--- src/rtl/lsd_pkg.sv ---
// shared types, codes and the access attribute table for the load/store decoder
package lsd_pkg;

  // result status codes
  typedef enum logic [1:0] {
    ST_MEM     = 2'd0,
    ST_BRANCH  = 2'd1,
    ST_UNSUP   = 2'd2,
    ST_UNKNOWN = 2'd3
  } status_t;

  // primary opcodes
  localparam logic [5:0] OP_BC       = 6'd16;
  localparam logic [5:0] OP_B        = 6'd18;
  localparam logic [5:0] OP_BRANCH   = 6'd19;
  localparam logic [5:0] OP_XFORM    = 6'd31;
  localparam logic [5:0] OP_DFORM_LO = 6'd32;
  localparam logic [5:0] OP_DFORM_HI = 6'd55;

  // extended opcode low field shared by all x-form loads and stores
  localparam logic [4:0] XO_LDST   = 5'd23;
  localparam logic [4:0] XO_GRP_LMW  = 5'd14;
  localparam logic [4:0] XO_GRP_STMW = 5'd15;
  localparam logic [4:0] XO_GRP_LAST = 5'd23;
  localparam logic [4:0] XO_GRP_GAP  = 5'd2;

  // mnemonic ids
  localparam logic [5:0] ID_XFORM_BASE = 6'd24;
  localparam logic [5:0] ID_B          = 6'd46;
  localparam logic [5:0] ID_BL         = 6'd47;
  localparam logic [5:0] ID_BC         = 6'd48;
  localparam logic [5:0] ID_BRANCH     = 6'd49;
  localparam logic [5:0] ID_OP31       = 6'd50;
  localparam logic [5:0] ID_UNKNOWN    = 6'd51;

  // access sizes that need store data masking
  localparam logic [7:0] SIZE_BYTE = 8'd1;
  localparam logic [7:0] SIZE_HALF = 8'd2;

  // number of registers, for the store multiple length
  localparam logic [5:0] NUM_GPR = 6'd32;

  // decode queue depth and derived widths
  localparam int QUEUE_DEPTH = 2;
  localparam int QPTR_W      = (QUEUE_DEPTH > 1) ? $clog2(QUEUE_DEPTH) : 1;
  localparam int QCNT_W      = $clog2(QUEUE_DEPTH + 1);

  // per-opcode access attributes
  typedef struct packed {
    logic       multi;
    logic       istore;
    logic       write;
    logic [3:0] size;
  } acc_attr_t;

  localparam int ACC_ENTRIES = 24;

  // indexed by primary opcode minus 32, or by x-form group
  localparam logic [6:0] ACC_TAB [ACC_ENTRIES] = '{
    7'h04, 7'h04, 7'h01, 7'h01, 7'h34, 7'h34, 7'h31, 7'h31,
    7'h02, 7'h02, 7'h02, 7'h02, 7'h32, 7'h32, 7'h04, 7'h54,
    7'h04, 7'h04, 7'h08, 7'h08, 7'h14, 7'h14, 7'h18, 7'h18
  };

  function automatic acc_attr_t acc_attr(input logic [4:0] k);
    acc_attr_t a;
    a = '0;
    if (k < 5'(ACC_ENTRIES)) begin
      a = acc_attr_t'(ACC_TAB[k]);
    end
    return a;
  endfunction

  // classified item handed from front to back
  typedef struct packed {
    logic [1:0]  status;
    logic [5:0]  mnemonic_id;
    logic        is_write;
    logic [7:0]  xfer_bytes;
    logic [31:0] base_op;
    logic [31:0] offset;
    logic [4:0]  ra_num;
    logic        ra_used;
    logic [4:0]  rb_num;
    logic        rb_used;
    logic [4:0]  source_reg;
    logic [31:0] source_value;
    logic        store_valid;
  } dec_t;

endpackage

--- src/rtl/lsd_front.sv ---
// front end: classifies the instruction word and gathers address operands
module lsd_front
  import lsd_pkg::*;
(
  input  logic [31:0] instr_word,
  input  logic [31:0] base_value,
  input  logic [31:0] index_value,
  input  logic [31:0] source_value,
  output dec_t        dec
);

  logic [5:0]  primary;
  logic [4:0]  rt;
  logic [4:0]  ra;
  logic [4:0]  rb;
  logic [9:0]  xo;
  logic [4:0]  xgrp;
  logic [4:0]  xgrp_adj;
  logic        x_ok;
  logic        is_mem;
  logic        is_x;
  logic [4:0]  k_sel;
  logic [5:0]  mnem_mem;
  logic [31:0] offset;
  acc_attr_t   attr;

  assign primary  = instr_word[31:26];
  assign rt       = instr_word[25:21];
  assign ra       = instr_word[20:16];
  assign rb       = instr_word[15:11];
  assign xo       = instr_word[10:1];
  assign xgrp     = xo[9:5];
  assign xgrp_adj = (xgrp < XO_GRP_LMW) ? xgrp : (xgrp - XO_GRP_GAP);

  // x-form load/store groups, skipping the multiple-word slots
  assign x_ok = (xo[4:0] == XO_LDST) && (xgrp <= XO_GRP_LAST) &&
                (xgrp != XO_GRP_LMW) && (xgrp != XO_GRP_STMW);

  // primary opcode decode
  always_comb begin
    is_mem   = 1'b0;
    is_x     = 1'b0;
    k_sel    = '0;
    mnem_mem = '0;
    offset   = '0;
    dec      = '0;
    unique case (primary) inside
      OP_B: begin
        dec.status      = ST_BRANCH;
        dec.mnemonic_id = instr_word[0] ? ID_BL : ID_B;
      end
      OP_BC: begin
        dec.status      = ST_BRANCH;
        dec.mnemonic_id = ID_BC;
      end
      OP_BRANCH: begin
        dec.status      = ST_BRANCH;
        dec.mnemonic_id = ID_BRANCH;
      end
      [OP_DFORM_LO:OP_DFORM_HI]: begin
        is_mem   = 1'b1;
        k_sel    = primary[4:0];
        mnem_mem = {1'b0, primary[4:0]};
        offset   = {{16{instr_word[15]}}, instr_word[15:0]};
      end
      OP_XFORM: begin
        if (x_ok) begin
          is_mem   = 1'b1;
          is_x     = 1'b1;
          k_sel    = xgrp;
          mnem_mem = ID_XFORM_BASE + {1'b0, xgrp_adj};
          offset   = index_value;
        end else begin
          dec.status      = ST_UNSUP;
          dec.mnemonic_id = ID_OP31;
        end
      end
      default: begin
        dec.status      = ST_UNKNOWN;
        dec.mnemonic_id = ID_UNKNOWN;
      end
    endcase

    attr = acc_attr(k_sel);

    // memory access fields
    if (is_mem) begin
      dec.status       = ST_MEM;
      dec.mnemonic_id  = mnem_mem;
      dec.is_write     = attr.write;
      dec.xfer_bytes   = attr.multi ? {NUM_GPR - {1'b0, rt}, 2'b00} : {4'b0, attr.size};
      dec.base_op      = (ra != 5'd0) ? base_value : 32'd0;
      dec.offset       = offset;
      dec.ra_num       = ra;
      dec.ra_used      = (ra != 5'd0);
      dec.rb_num       = is_x ? rb : 5'd0;
      dec.rb_used      = is_x;
      dec.source_reg   = attr.istore ? rt : 5'd0;
      dec.source_value = source_value;
      dec.store_valid  = attr.istore;
    end
  end

endmodule

--- src/rtl/lsd_queue.sv ---
// short register queue between the decode front and the address back end
module lsd_queue
  import lsd_pkg::*;
(
  input  logic clk,
  input  logic rst,
  input  logic push_valid,
  output logic push_ready,
  input  dec_t push_item,
  output logic pop_valid,
  input  logic pop_ready,
  output dec_t pop_item
);

  dec_t              slots [QUEUE_DEPTH];
  logic [QPTR_W-1:0] wr_ptr;
  logic [QPTR_W-1:0] rd_ptr;
  logic [QCNT_W-1:0] count;
  logic              push;
  logic              pop;

  assign push_ready = (count != QCNT_W'(QUEUE_DEPTH));
  assign pop_valid  = (count != '0);
  assign push       = push_valid && push_ready;
  assign pop        = pop_valid && pop_ready;
  assign pop_item   = slots[rd_ptr];

  // pointer and fill count
  always_ff @(posedge clk) begin
    if (rst) begin
      wr_ptr <= '0;
      rd_ptr <= '0;
      count  <= '0;
    end else begin
      if (push) begin
        wr_ptr <= (wr_ptr == QPTR_W'(QUEUE_DEPTH - 1)) ? '0 : wr_ptr + 1'b1;
      end
      if (pop) begin
        rd_ptr <= (rd_ptr == QPTR_W'(QUEUE_DEPTH - 1)) ? '0 : rd_ptr + 1'b1;
      end
      if (push && !pop) begin
        count <= count + 1'b1;
      end else if (pop && !push) begin
        count <= count - 1'b1;
      end
    end
  end

  // slot storage
  always_ff @(posedge clk) begin
    if (push) begin
      slots[wr_ptr] <= push_item;
    end
  end

endmodule

--- src/rtl/lsd_back.sv ---
// back end: effective address add, store data masking and output register
module lsd_back
  import lsd_pkg::*;
(
  input  logic        clk,
  input  logic        rst,
  input  logic        item_valid,
  output logic        item_ready,
  input  dec_t        item,
  output logic        out_valid,
  input  logic        out_ready,
  output logic [1:0]  status,
  output logic [5:0]  mnemonic_id,
  output logic        is_write,
  output logic [7:0]  xfer_bytes,
  output logic [31:0] eff_addr,
  output logic [4:0]  ra_num,
  output logic        ra_used,
  output logic [4:0]  rb_num,
  output logic        rb_used,
  output logic [4:0]  source_reg,
  output logic [31:0] store_value,
  output logic        store_value_valid
);

  logic        load;
  logic [31:0] ea_next;
  logic [31:0] store_next;

  assign item_ready = !out_valid || out_ready;
  assign load       = item_valid && item_ready;

  // address generation
  assign ea_next = item.base_op + item.offset;

  // store data masked to the access size
  always_comb begin
    store_next = '0;
    if (item.store_valid) begin
      case (item.xfer_bytes)
        SIZE_BYTE: store_next = {24'd0, item.source_value[7:0]};
        SIZE_HALF: store_next = {16'd0, item.source_value[15:0]};
        default:   store_next = item.source_value;
      endcase
    end
  end

  // output valid
  always_ff @(posedge clk) begin
    if (rst) begin
      out_valid <= 1'b0;
    end else if (item_ready) begin
      out_valid <= item_valid;
    end
  end

  // output payload
  always_ff @(posedge clk) begin
    if (load) begin
      status            <= item.status;
      mnemonic_id       <= item.mnemonic_id;
      is_write          <= item.is_write;
      xfer_bytes        <= item.xfer_bytes;
      eff_addr          <= ea_next;
      ra_num            <= item.ra_num;
      ra_used           <= item.ra_used;
      rb_num            <= item.rb_num;
      rb_used           <= item.rb_used;
      source_reg        <= item.source_reg;
      store_value       <= store_next;
      store_value_valid <= item.store_valid;
    end
  end

endmodule

--- src/rtl/load_store_decode_agu.sv ---
// top level of the load/store decoder and address generator
// Decodes one 32-bit instruction word per item into a branch, memory access,
// unsupported opcode-31 form or unknown opcode, and for memory accesses gives
// direction, size, effective address, register numbers and masked store data.
// An item is accepted every cycle while the two-entry decode queue has room;
// on acceptance it is written into the queue register and then, once the back
// end is ready, into the output register, where its result is held until it
// is taken. The decode front and the address back end are parted by the queue,
// so an output stall holds the back end while the front keeps taking items
// until the queue fills.
module load_store_decode_agu
  import lsd_pkg::*;
(
  input  logic        clk,
  input  logic        rst,
  input  logic        in_valid,
  output logic        in_ready,
  input  logic [31:0] instr_word,
  input  logic [31:0] base_value,
  input  logic [31:0] index_value,
  input  logic [31:0] source_value,
  output logic        out_valid,
  input  logic        out_ready,
  output logic [1:0]  status,
  output logic [5:0]  mnemonic_id,
  output logic        is_write,
  output logic [7:0]  xfer_bytes,
  output logic [31:0] eff_addr,
  output logic [4:0]  ra_num,
  output logic        ra_used,
  output logic [4:0]  rb_num,
  output logic        rb_used,
  output logic [4:0]  source_reg,
  output logic [31:0] store_value,
  output logic        store_value_valid
);

  dec_t front_dec;
  dec_t q_item;
  logic q_valid;
  logic q_ready;

  // decode front
  lsd_front u_front (
    .instr_word   (instr_word),
    .base_value   (base_value),
    .index_value  (index_value),
    .source_value (source_value),
    .dec          (front_dec)
  );

  // decode queue
  lsd_queue u_queue (
    .clk        (clk),
    .rst        (rst),
    .push_valid (in_valid),
    .push_ready (in_ready),
    .push_item  (front_dec),
    .pop_valid  (q_valid),
    .pop_ready  (q_ready),
    .pop_item   (q_item)
  );

  // address back end
  lsd_back u_back (
    .clk               (clk),
    .rst               (rst),
    .item_valid        (q_valid),
    .item_ready        (q_ready),
    .item              (q_item),
    .out_valid         (out_valid),
    .out_ready         (out_ready),
    .status            (status),
    .mnemonic_id       (mnemonic_id),
    .is_write          (is_write),
    .xfer_bytes        (xfer_bytes),
    .eff_addr          (eff_addr),
    .ra_num            (ra_num),
    .ra_used           (ra_used),
    .rb_num            (rb_num),
    .rb_used           (rb_used),
    .source_reg        (source_reg),
    .store_value       (store_value),
    .store_value_valid (store_value_valid)
  );

endmodule

--- config.mk ---
export PLATFORM = sky130hd
export DESIGN_NAME = load_store_decode_agu
export DESIGN_NICKNAME = d
export VERILOG_FILES = /design/src/rtl/lsd_pkg.sv /design/src/rtl/lsd_front.sv /design/src/rtl/lsd_queue.sv /design/src/rtl/lsd_back.sv /design/src/rtl/load_store_decode_agu.sv
export SDC_FILE = /design/constraint.sdc
export NUM_CORES = 1
export LEC_CHECK = 0
export BUFFER_PORTS_ARGS = -buffer_cell sky130_fd_sc_hd__buf_2
export CAP_MARGIN = 10
export CELL_PAD_IN_SITES_DETAIL_PLACEMENT = 2
export CELL_PAD_IN_SITES_GLOBAL_PLACEMENT = 2
export CORE_MARGIN = 3
export CORE_UTILIZATION = 25
export CTS_CLUSTER_SIZE = 28
export DETAILED_ROUTE_END_ITERATION = 7
export PLACE_DENSITY_LB_ADDON = 0.1
export SETUP_SLACK_MARGIN = 0.4
export SYNTH_ARGS = -nofsm -noshare
export SYNTH_HDL_FRONTEND = slang
export SYNTH_HIERARCHICAL = 1
export SYNTH_SLANG_ARGS = --single-unit
--- constraint.sdc ---
create_clock -name clk -period 5 [get_ports clk]
set_input_delay 1.25 -clock clk [delete_from_list [all_inputs] [get_ports clk]]
set_output_delay 1.25 -clock clk [all_outputs]
set_load 0.03 [all_outputs]
==> impl_results.md, run 1 <==
* Status: finished, final reports clean
* Worst hold path type: reg -> reg
* Slew of the pin with the lowest slew margin at 0.869 ns
* RR Endpoint: u_back/eff_addr[18]
* Avg Cell Area, Syn at 15.9 µm²
* Final hold vios at 0
* Setup TNS at 0 ns
* Leak Pwr at 0.00766 µW
* HPWL Detailed at 31100 µm
* Clock Power Share at 0.269
* Routability Congestion at 0.749
* DRC at 0
* Max Freq at 272 MHz
* Proportion of power drawn by flip-flops and latches at 0.367
* CORE AREA at 64800 µm²
* Placed Cells incl. Taps at 2095
* Critical path endpoint category: flop
* PD cells at 633 nW/µm²
* Hold-fix buffers, CTS at 0
* Fin crit share at 0.734
* Synthesized net count at 1206
* Slew HR at 0.413
* Worst EP arrival at 3.97 ns
* Clk_lat worst skew at 0.56 ns
* RSZ-0062 raised after global routing: no
* Buf+Inv Stages, Crit Path at 0
* Clk sinks at 367
* Die width at 263 µm
* # H-tree levels at 2
* Util after Layout at 0.310
* Seq/Total Area, Yosys at 0.665
* Root Buffer: clkbuf_16
* Die area at 69000 µm²
* Post-CTS sizing at 0
* Io pins at 233
* Crit path max fanout at 25
* Initial cell density of the core at 0.254
* CP cell instances: mux2_4 -> ha_1 -> fa_1 -> a21o_1 -> a221oi_2 -> a221o_2 -> o21ai_1 -> a21boi_1 -> o21ai_2 -> a21oi_1 -> xnor2_1
* Max reg flops at 262
* Iter 0 DRT Violations at 363
* Final nets at 1457
* Internal at 8270 µW
* Startpoint Class: flop
* Post-synthesis cell type count at 79
* Die Y at 263 µm
* WHS Path Cells at 2
* Asr flop ratio synth at 0
* Design Power at 12700 µW
* Initial DRT Pass Iterations at 5
* Combinational Power Share at 0.365
* Most common flop cell mapped by yosys: edfxtp_1
* Min cycle time layout at 3.67 ns
* CTS tree: built
* Min-Delay Endpoint: u_queue/rd_ptr
* Post-DR wirelength/cell at 20.7 µm
* First-pass GRT wire length at 68500 µm
* Seq cells post-synth at 367
* Tot GR Track Use at 0.130
* Setup violators final at 0
* Largest net degree at the start of global routing at 90
* Max-slew violation count at 0
* Setup Buffers After CTS at 0
* Critical path data required time at 5.29 ns
* Worst path slowest cell: dfxtp_4
* Initial antenna violation count at 3
* Worst r2r path cells at 11
* Area delta synth->final at 22.1%
* P_sw at 4470 µW
* Share of cells above drive strength 1 at 0.359
* Slowest Stage Delay on Critical Path at 0.67 ns
* Cells after synthesis at 1037
* Crit path max-delay family: compound AO/OA/AOI/OAI gates
* Largest regs: u_queue/slots x262, u_back/eff_addr x32, u_back/store_value x32
* R2R setup slack at 1.33 ns
* Max cap viols at 0
* Mapped Area at 16500 µm²
* Vias in the first global route at 10.5k
* DR vias/cell at 4.33
* Layout Skew at 0.0138 ns
* Final WL at 45200 µm
* CTS Buffer Depth at 3
* Hold_sp: u_queue/rd_ptr
* Clk slew on worst S/H paths at 0.06 ns
* Clock buffer count from CTS at 46
* EDFF count, synth at 361
* Switching Fraction at 0.351
* Num rows at 93
* I/O Buffers at 232
* Yosys warning count at 6
* Setup CP Type: reg -> reg
* Post-route ant nets at 0
* Total global routing overflow at 0
* Largest Register: u_queue/slots
* Via count at 9427
* Fin cells at 2177
* Worst VDD drop at 0.528 mV
[metal layers]
layer | vias up | share of wire | GRT usage
li1 | 4420 | - | -
met1 | 4789 | 0.44 | 0.166
met2 | 153 | 0.49 | 0.220
met3 | 61 | 0.048 | 0.0318
met4 | 4 | 0.019 | 0.0343
met5 | - | 0.00047 | 0
[power by group through the flow]
stage          Combinational, µW  Sequential [µW]  Clock, µW
2_1_floorplan               2650             5450          0
6_report                    4640             4670       3420
3_5_place_dp                4760             4750          0
4_1_cts                     4780             4700       3580
5_1_grt                     5100             4750       3680
3_3_place_gp                4720             4740          0
[worst max-delay path by stage]
stage	from	cells past startpoint	end	slack, ns
after floorplan	in_valid	2	u_queue/slots[0][0]	0.63
after global placement	instr_word[5]	8	u_queue/slots[0][112]	1.15
after detailed placement	instr_word[5]	8	u_queue/slots[0][112]	1.11
after CTS	flop	9	u_back/eff_addr[31]	1.24
after global routing	flop	9	u_back/eff_addr[31]	1.05
final	flop	11	u_back/eff_addr[18]	1.33
[cells in the mapped netlist (all sizes together) (3+ instances only)]
cell / instances / area, µm²
edfxtp: 361 / 10800
mux2: 131 / 1810
and2: 118 / 739
nand2: 59 / 221
a21oi: 40 / 215
ha: 36 / 450
buf: 35 / 295
o21ai: 28 / 148
xnor2: 24 / 210
nor2: 21 / 81.3
inv: 16 / 60.1
a22o: 15 / 131
a21o: 14 / 105
xor2: 14 / 123
nand3: 9 / 45.0
and3: 8 / 51.3
clkbuf: 7 / 26.3
dfxtp: 6 / 120
nand2b: 6 / 37.5
nor3: 6 / 30.0
o21a: 6 / 45.0
nand4: 5 / 31.3
nor2b: 5 / 33.8
a211oi: 4 / 42.5
a21boi: 4 / 30.0
a31o: 4 / 35.0
a31oi: 4 / 25.0
nor4: 4 / 40.0
o31ai: 4 / 35.0
a221oi: 3 / 38.8
o211ai: 3 / 27.5
o21bai: 3 / 22.5
or2: 3 / 18.8
[cells by family after synthesis]
group | share of synthesized area
mux | 0.110
buf+inv | 0.0234
flops | 0.665
fa+ha+maj | 0.0286
xor+xnor | 0.0202
compound gates | 0.0646
simple gates | 0.0878
[cell usage in the layout (no fill, tap or decap), drive strengths merged, types with 3 or more instances in the layout]
master,synthesis,final
a211oi,4,4
a21boi,4,4
a21o,14,14
a21oi,40,40
a221oi,3,3
a22o,15,15
a31o,4,4
a31oi,4,4
and2,118,118
and3,8,8
buf,35,245
bufinv,0,8
clkbuf,7,54
clkinv,1,15
clkinvlp,0,4
dfxtp,6,6
edfxtp,361,361
ha,36,36
inv,16,17
mux2,131,131
nand2,59,59
nand2b,6,6
nand3,9,9
nand4,5,5
nor2,21,21
nor2b,5,5
nor3,6,6
nor4,4,4
o211ai,3,3
o21a,6,6
o21ai,28,28
o21bai,3,3
o31ai,4,4
or2,3,3
xnor2,24,24
xor2,14,14
[tightest hold or removal path, cell delays in order (launching register included)]
cell     delay, ns
dfxtp_1       0.33
xor2_1        0.08
nor2_1        0.07
[per-stage QoR]
stage	setup slack, ns	area [µm²]	hold slack, ns
final	1.33	20100	0.511
after global routing	1.05	20100	0.556
after CTS	1.24	20100	0.524
after detailed placement	1.11	18600	0.505
after global placement	1.15	18600	0.491
after floorplan	0.630	16500	0.471
[final cells by class]
class | instances | area [µm²]
fillers | 6681 | 44700
flip-flops and latches | 367 | 11000
multi-input cells | 611 | 5140
repair buffers | 245 | 1310
clock buffers | 54 | 1200
well taps | 855 | 1070
clock inverters | 27 | 350
inverters | 17 | 68.8
diodes | 1 | 2.50
No activity file was read; power rests on OpenSTA's default activity.
==> inputs of run 2 (changes only) <==
clock period = 3.71 ns   (was 5 ns; I/O delays follow)
==> impl_results.md, run 2 (synthesis results as in run 1) <==
* DR vias/cell at 4.32 (-0.28%)
* Total global routing overflow at 0 (unchanged)
* Crit path max fanout at 6 (-76%)
* First-pass GRT wire length at 69200 µm (+1.0%)
* PD cells at 868 nW/µm² (+37%)
* Setup CP Type: reg -> reg
* Largest Register: u_queue/slots
* CP cell instances: buf_6 -> buf_12 -> mux2_4 -> ha_4 -> and3_1 -> a221oi_2 -> a221o_2 -> o2111ai_4 -> o211ai_4 -> buf_6 -> o31ai_4 -> a21oi_2 -> xnor2_1
* Fin crit share at 0.874 (+0.139)
* Worst VDD drop at 0.504 mV (-4.4%)
* Initial DRT Pass Iterations at 4 (-1)
* Area delta synth->final at 26.1%
* CTS tree: built
* Clk slew on worst S/H paths at 0.06 ns (about the same)
* Slowest Stage Delay on Critical Path at 0.46 ns (-0.21 ns)
* Worst path slowest cell: a221o_2
* Share of cells above drive strength 1 at 0.392 (+0.0327)
* Final hold vios at 0 (unchanged)
* HPWL Detailed at 31600 µm (+1.5%)
* Clock buffer count from CTS at 45 (-2.2%)
* Pre-CTS WS at 0.146 ns (-0.960 ns)
* Slew of the pin with the lowest slew margin at 0.889 ns (+0.0200 ns)
* Commonest non-fill, non-tap cell in the layout: edfxtp_1
* Status: finished, final reports clean
* CP dominant cell by count: buf_6
* Max reg flops at 262 (unchanged)
* Buf+Inv Stages, Crit Path at 3 (+3)
* Layout Skew at 0.0167 ns (+0.00294 ns)
* Critical path endpoint category: flop
* Critical path data required time at 4.01 ns (-1.28 ns)
* Leak Pwr at 0.00786 µW (+2.7%)
* Fin Hold WS at 0.514 ns (+0.00289 ns)
* Tot GR Track Use at 0.132 (+0.00182)
* Worst EP arrival at 3.54 ns (-0.43 ns)
* Worst hold path type: reg -> reg
* DRC at 0 (unchanged)
* I/O Buffers at 232 (unchanged)
* Routability Congestion at 0.742 (-0.95%)
* Setup TNS at 0 ns (unchanged)
* Slew HR at 0.399 (-0.0135)
* Final WL at 46600 µm (+3.2%)
* Num rows at 93 (unchanged)
* Root Buffer: clkbuf_16
* Max-slew violation count at 0 (unchanged)
* Initial antenna violation count at 4 (+1)
* Post-route ant nets at 0 (unchanged)
* Clk_lat worst skew at 0.56 ns (about the same)
* Max Freq at 309 MHz (+13%)
* Io pins at 233 (unchanged)
* Post-DR wirelength/cell at 21.1 µm (+1.8%)
* Startpoint Class: flop
* Commonest non-fill, non-tap cells in the layout: edfxtp_1, buf_2, and2_1, mux2_4, nand2_1
* Clk sinks at 367 (unchanged)
* Setup violators final at 0 (unchanged)
* Die area at 69000 µm² (unchanged)
* Via count at 9534 (+1.1%)
* RSZ-0062 raised after global routing: yes
* Min cycle time layout at 3.24 ns (-0.430 ns)
* Iter 0 DRT Violations at 318 (-12%)
* Max cap viols at 0 (unchanged)
* Largest net degree at the start of global routing at 67 (-26%)
* Vias in the first global route at 10.6k (+1.2%)
* Largest regs: u_queue/slots x262, u_back/eff_addr x32, u_back/store_value x32
* Die Y at 263 µm (unchanged)
* CORE AREA at 64800 µm² (unchanged)
* Die width at 263 µm (unchanged)
* Final worst slack at 0.469 ns (-0.860 ns)
* Crit path max-delay family: compound AO/OA/AOI/OAI gates
* # H-tree levels at 2 (unchanged)
* Final nets at 1485 (+1.9%)
* Initial cell density of the core at 0.254 (unchanged)
* CTS Buffer Depth at 3 (unchanged)
run 2: where the power goes:
group | internal, µW | total (µW) | switching, µW
combinational | 2870 | 7230 | 4360
clock | 2830 | 4570 | 1740
sequential | 5950 | 6220 | 274
total | 11600 | 18000 | 6380
run 2: worst reg2reg max path, stage by stage, from the launching register on:
cell       delay (ns)
dfxtp_4          0.38
buf_6            0.13
buf_12           0.12
mux2_4           0.32
ha_4             0.30
and3_1           0.17
a221oi_2         0.08
a221o_2          0.46
o2111ai_4        0.25
o211ai_4         0.14
buf_6            0.15
o31ai_4          0.26
a21oi_2          0.10
xnor2_1          0.13
run 2: per-layer routing:
layer	global-route usage	up-vias	share of wire
li1	-	4478	-
met1	0.164	4847	0.43
met2	0.229	162	0.51
met3	0.0329	47	0.050
met4	0.0318	0	0.016
met5	0	-	0
run 2: area by class of cell:
class | instances | area [µm²]
fill | 6690 | 44000
sequential | 367 | 11000
multi-input combinational | 611 | 5390
timing repair buffer | 274 | 1750
clock buffer | 56 | 1190
tap | 855 | 1070
clock inverter | 26 | 342
inverter | 17 | 67.6
antenna | 2 | 5.00
run 2: worst paths after layout:
check,start,to,slack (ns),cells past startpoint
worst max-delay path,flop,u_back/eff_addr[24],0.47,13
worst min-delay path,u_queue/rd_ptr,u_queue/rd_ptr,0.51,2
worst max register to register,flop,u_back/eff_addr[24],0.47,13
worst min register to register,u_queue/rd_ptr,u_queue/rd_ptr,0.51,2
run 2: per-stage QoR:
| stage | instances | power, µW | cell area, µm² | util |
|---|---|---|---|---|
| 2_1_floorplan | 1037 | 10900 | 16500 | - |
| 5_1_grt | 2206 | 19100 | 20800 | 0.320 |
| 4_1_cts | 2192 | 18000 | 20400 | 0.315 |
| 6_report | 2208 | 18000 | 20800 | 0.321 |
| 3_3_place_gp | 2102 | 12900 | 18700 | 0.288 |
| 3_5_place_dp | 2102 | 13000 | 18700 | 0.288 |
run 2: what timing repair did:
action	4_1_cts	5_1_grt
cloned	2	2
pin swaps	6	16
hold buffers	0	0
resized for setup	23	40
endpoints found under the hold margin	0	0
setup endpoints to repair	11	24
buffers inserted	6	12
==> inputs of run 3 (changes only) <==
CORE_MARGIN = 8   (was 3)
SKIP_LAST_GASP = 1   (was default)
==> impl_results.md, run 3 (synthesis results as in run 1) <==
* Setup CP Type: reg -> reg
* Critical path endpoint category: flop
* Placed Area at 18700 µm² (+0.29%)
* DR vias/cell at 4.29 (-0.69%)
* Initial DRT Pass Iterations at 4 (unchanged)
* Post-DR wirelength/cell at 21.3 µm (+0.70%)
* Die area at 74400 µm² (+7.8%)
* Initial cell density of the core at 0.251 (-0.00270)
* Commonest non-fill, non-tap cell in the layout: edfxtp_1
* Io pins at 233 (unchanged)
* Tot GR Track Use at 0.124 (-0.00795)
* Min cycle time layout at 3.27 ns (+0.0247 ns)
* Setup TNS at 0 ns (unchanged)
* PD cells at 852 nW/µm² (-1.8%)
* Slew HR at 0.405 (+0.00538)
* Leak Pwr at 0.00777 µW (-1.2%)
* Worst EP arrival at 3.56 ns (+0.02 ns)
* Num rows at 94 (+1.1%)
* Final hold vios at 0 (unchanged)
* Max Freq at 306 MHz (-0.76%)
* RSZ-0062 raised after global routing: yes
* Iter 0 DRT Violations at 315 (-0.94%)
* Root Buffer: clkbuf_16
* Total global routing overflow at 0 (unchanged)
* Worst hold path type: reg -> reg
* Fin crit share at 0.880 (+0.00667)
* CTS Buffer Depth at 3 (unchanged)
* Final WL at 47100 µm (+0.97%)
* Post-Layout Inst Area at 20500 µm² (-1.5%)
* Die Y at 273 µm (+3.8%)
* CP cell instances: buf_12 -> mux2_4 -> fa_2 -> a21o_1 -> a221oi_2 -> a221o_2 -> o2111ai_4 -> o211ai_4 -> o21ai_4 -> a221oi_4 -> xnor2_1
* Setup violators final at 0 (unchanged)
* Design Power at 17400 µW (-3.3%)
* # H-tree levels at 2 (unchanged)
* Worst VDD drop at 0.341 mV (-32%)
* Clk sinks at 367 (unchanged)
* Startpoint Class: flop
* Crit path max fanout at 8 (+2)
* Max cap viols at 0 (unchanged)
* CTS tree: built
* Area delta synth->final at 24.2%
* Clock buffer count from CTS at 45 (unchanged)
* Largest net degree at the start of global routing at 132 (+97%)
* Slew of the pin with the lowest slew margin at 0.893 ns (+0.00446 ns)
* Status: finished, final reports clean
* First-pass GRT wire length at 69600 µm (+0.59%)
* Post-route ant nets at 0 (unchanged)
* Critical path data required time at 4.00 ns (about the same)
* HPWL Detailed at 32700 µm (+3.5%)
* Final nets at 1486 (+0.067%)
* Max-slew violation count at 0 (unchanged)
* Commonest non-fill, non-tap cells in the layout: edfxtp_1, buf_2, and2_1, mux2_4, nand2_1
* Clk slew on worst S/H paths at 0.06 ns (about the same)
* Initial antenna violation count at 3 (-1)
* Layout filler cell count at 6768 (+1.2%)
* Vias in the first global route at 10.9k (+2.5%)
* Fin Hold WS at 0.518 ns (+0.00456 ns)
* Worst path slowest cell: dfxtp_4
* DRC at 0 (unchanged)
* CORE AREA at 65500 µm² (+1.1%)
* Hold_sp: u_queue/rd_ptr
* Die width at 273 µm (+3.8%)
* I/O Buffers at 232 (unchanged)
* Hold-fix buffers, CTS at 0 (unchanged)
* Slowest Stage Delay on Critical Path at 0.44 ns (-0.02 ns)
* Max reg flops at 262 (unchanged)
* Routability Congestion at 0.759 (+2.3%)
* Largest regs: u_queue/slots x262, u_back/eff_addr x32, u_back/store_value x32
* Via count at 9494 (-0.42%)
* Share of cells above drive strength 1 at 0.380 (-0.0113)
* Clk_lat worst skew at 0.56 ns (about the same)
* Layout Skew at 0.0205 ns (+0.00374 ns)
* Largest Register: u_queue/slots
run 3: where the power goes:
part	internal [µW]	switching (µW)	total, µW
sequential	5960	288	6250
clock	2580	1700	4280
combinational	2670	4230	6900
total	11200	6220	17400
run 3: repair_timing:
action / CTS / global route
gates resized for setup: 12 / 21
buffers inserted: 10 / 4
cloned: 0 / 0
setup endpoints to repair: 14 / 11
pin swaps: 2 / 12
run 3: worst paths after layout:
kind         depth (start not counted)  slack (ns)                   to
min                                  2        0.52       u_queue/rd_ptr
min reg2reg                          2        0.52       u_queue/rd_ptr
max                                 11        0.44  u_back/eff_addr[30]
max reg2reg                         11        0.44  u_back/eff_addr[30]
run 3: per-layer routing:
metal | up-vias | routed length, µm | track usage
met5 | - | 27 | 0
met4 | 4 | 979 | 0.0324
met3 | 69 | 2370 | 0.0326
met2 | 165 | 24600 | 0.225
met1 | 4779 | 19100 | 0.143
li1 | 4477 | - | -
run 3: layout make-up:
type                    instances  area [µm²]  area share
clock inverters                21         206      0.0101
repair buffers                275        1630      0.0794
inverters                      17        67.6     0.00330
flip-flops and latches        367       11000       0.536
diodes                          1        2.50    0.000122
clock buffers                  58        1220      0.0595
well taps                     864        1080      0.0528
multi-input cells             611        5300       0.259
run 3: critical path, delay by kind of cell (launching register included):
kind / cells / cell delay (ns)
compound gates: 7 / 1.55
xor+xnor: 1 / 0.10
fa+ha+maj: 1 / 0.41
buf+inv: 1 / 0.16
flops: 1 / 0.44
mux: 1 / 0.32
run 3: per-stage QoR:
| stage | cells | util | worst slack (ns) |
|---|---|---|---|
| 6_report | 2214 | 0.312 | 0.444 |
| 2_1_floorplan | 1037 | - | 0.309 |
| 3_3_place_gp | 2120 | 0.286 | 0.0755 |
| 4_1_cts | 2209 | 0.310 | 0.361 |
| 3_5_place_dp | 2120 | 0.286 | 0.0922 |
| 5_1_grt | 2213 | 0.312 | 0.289 |
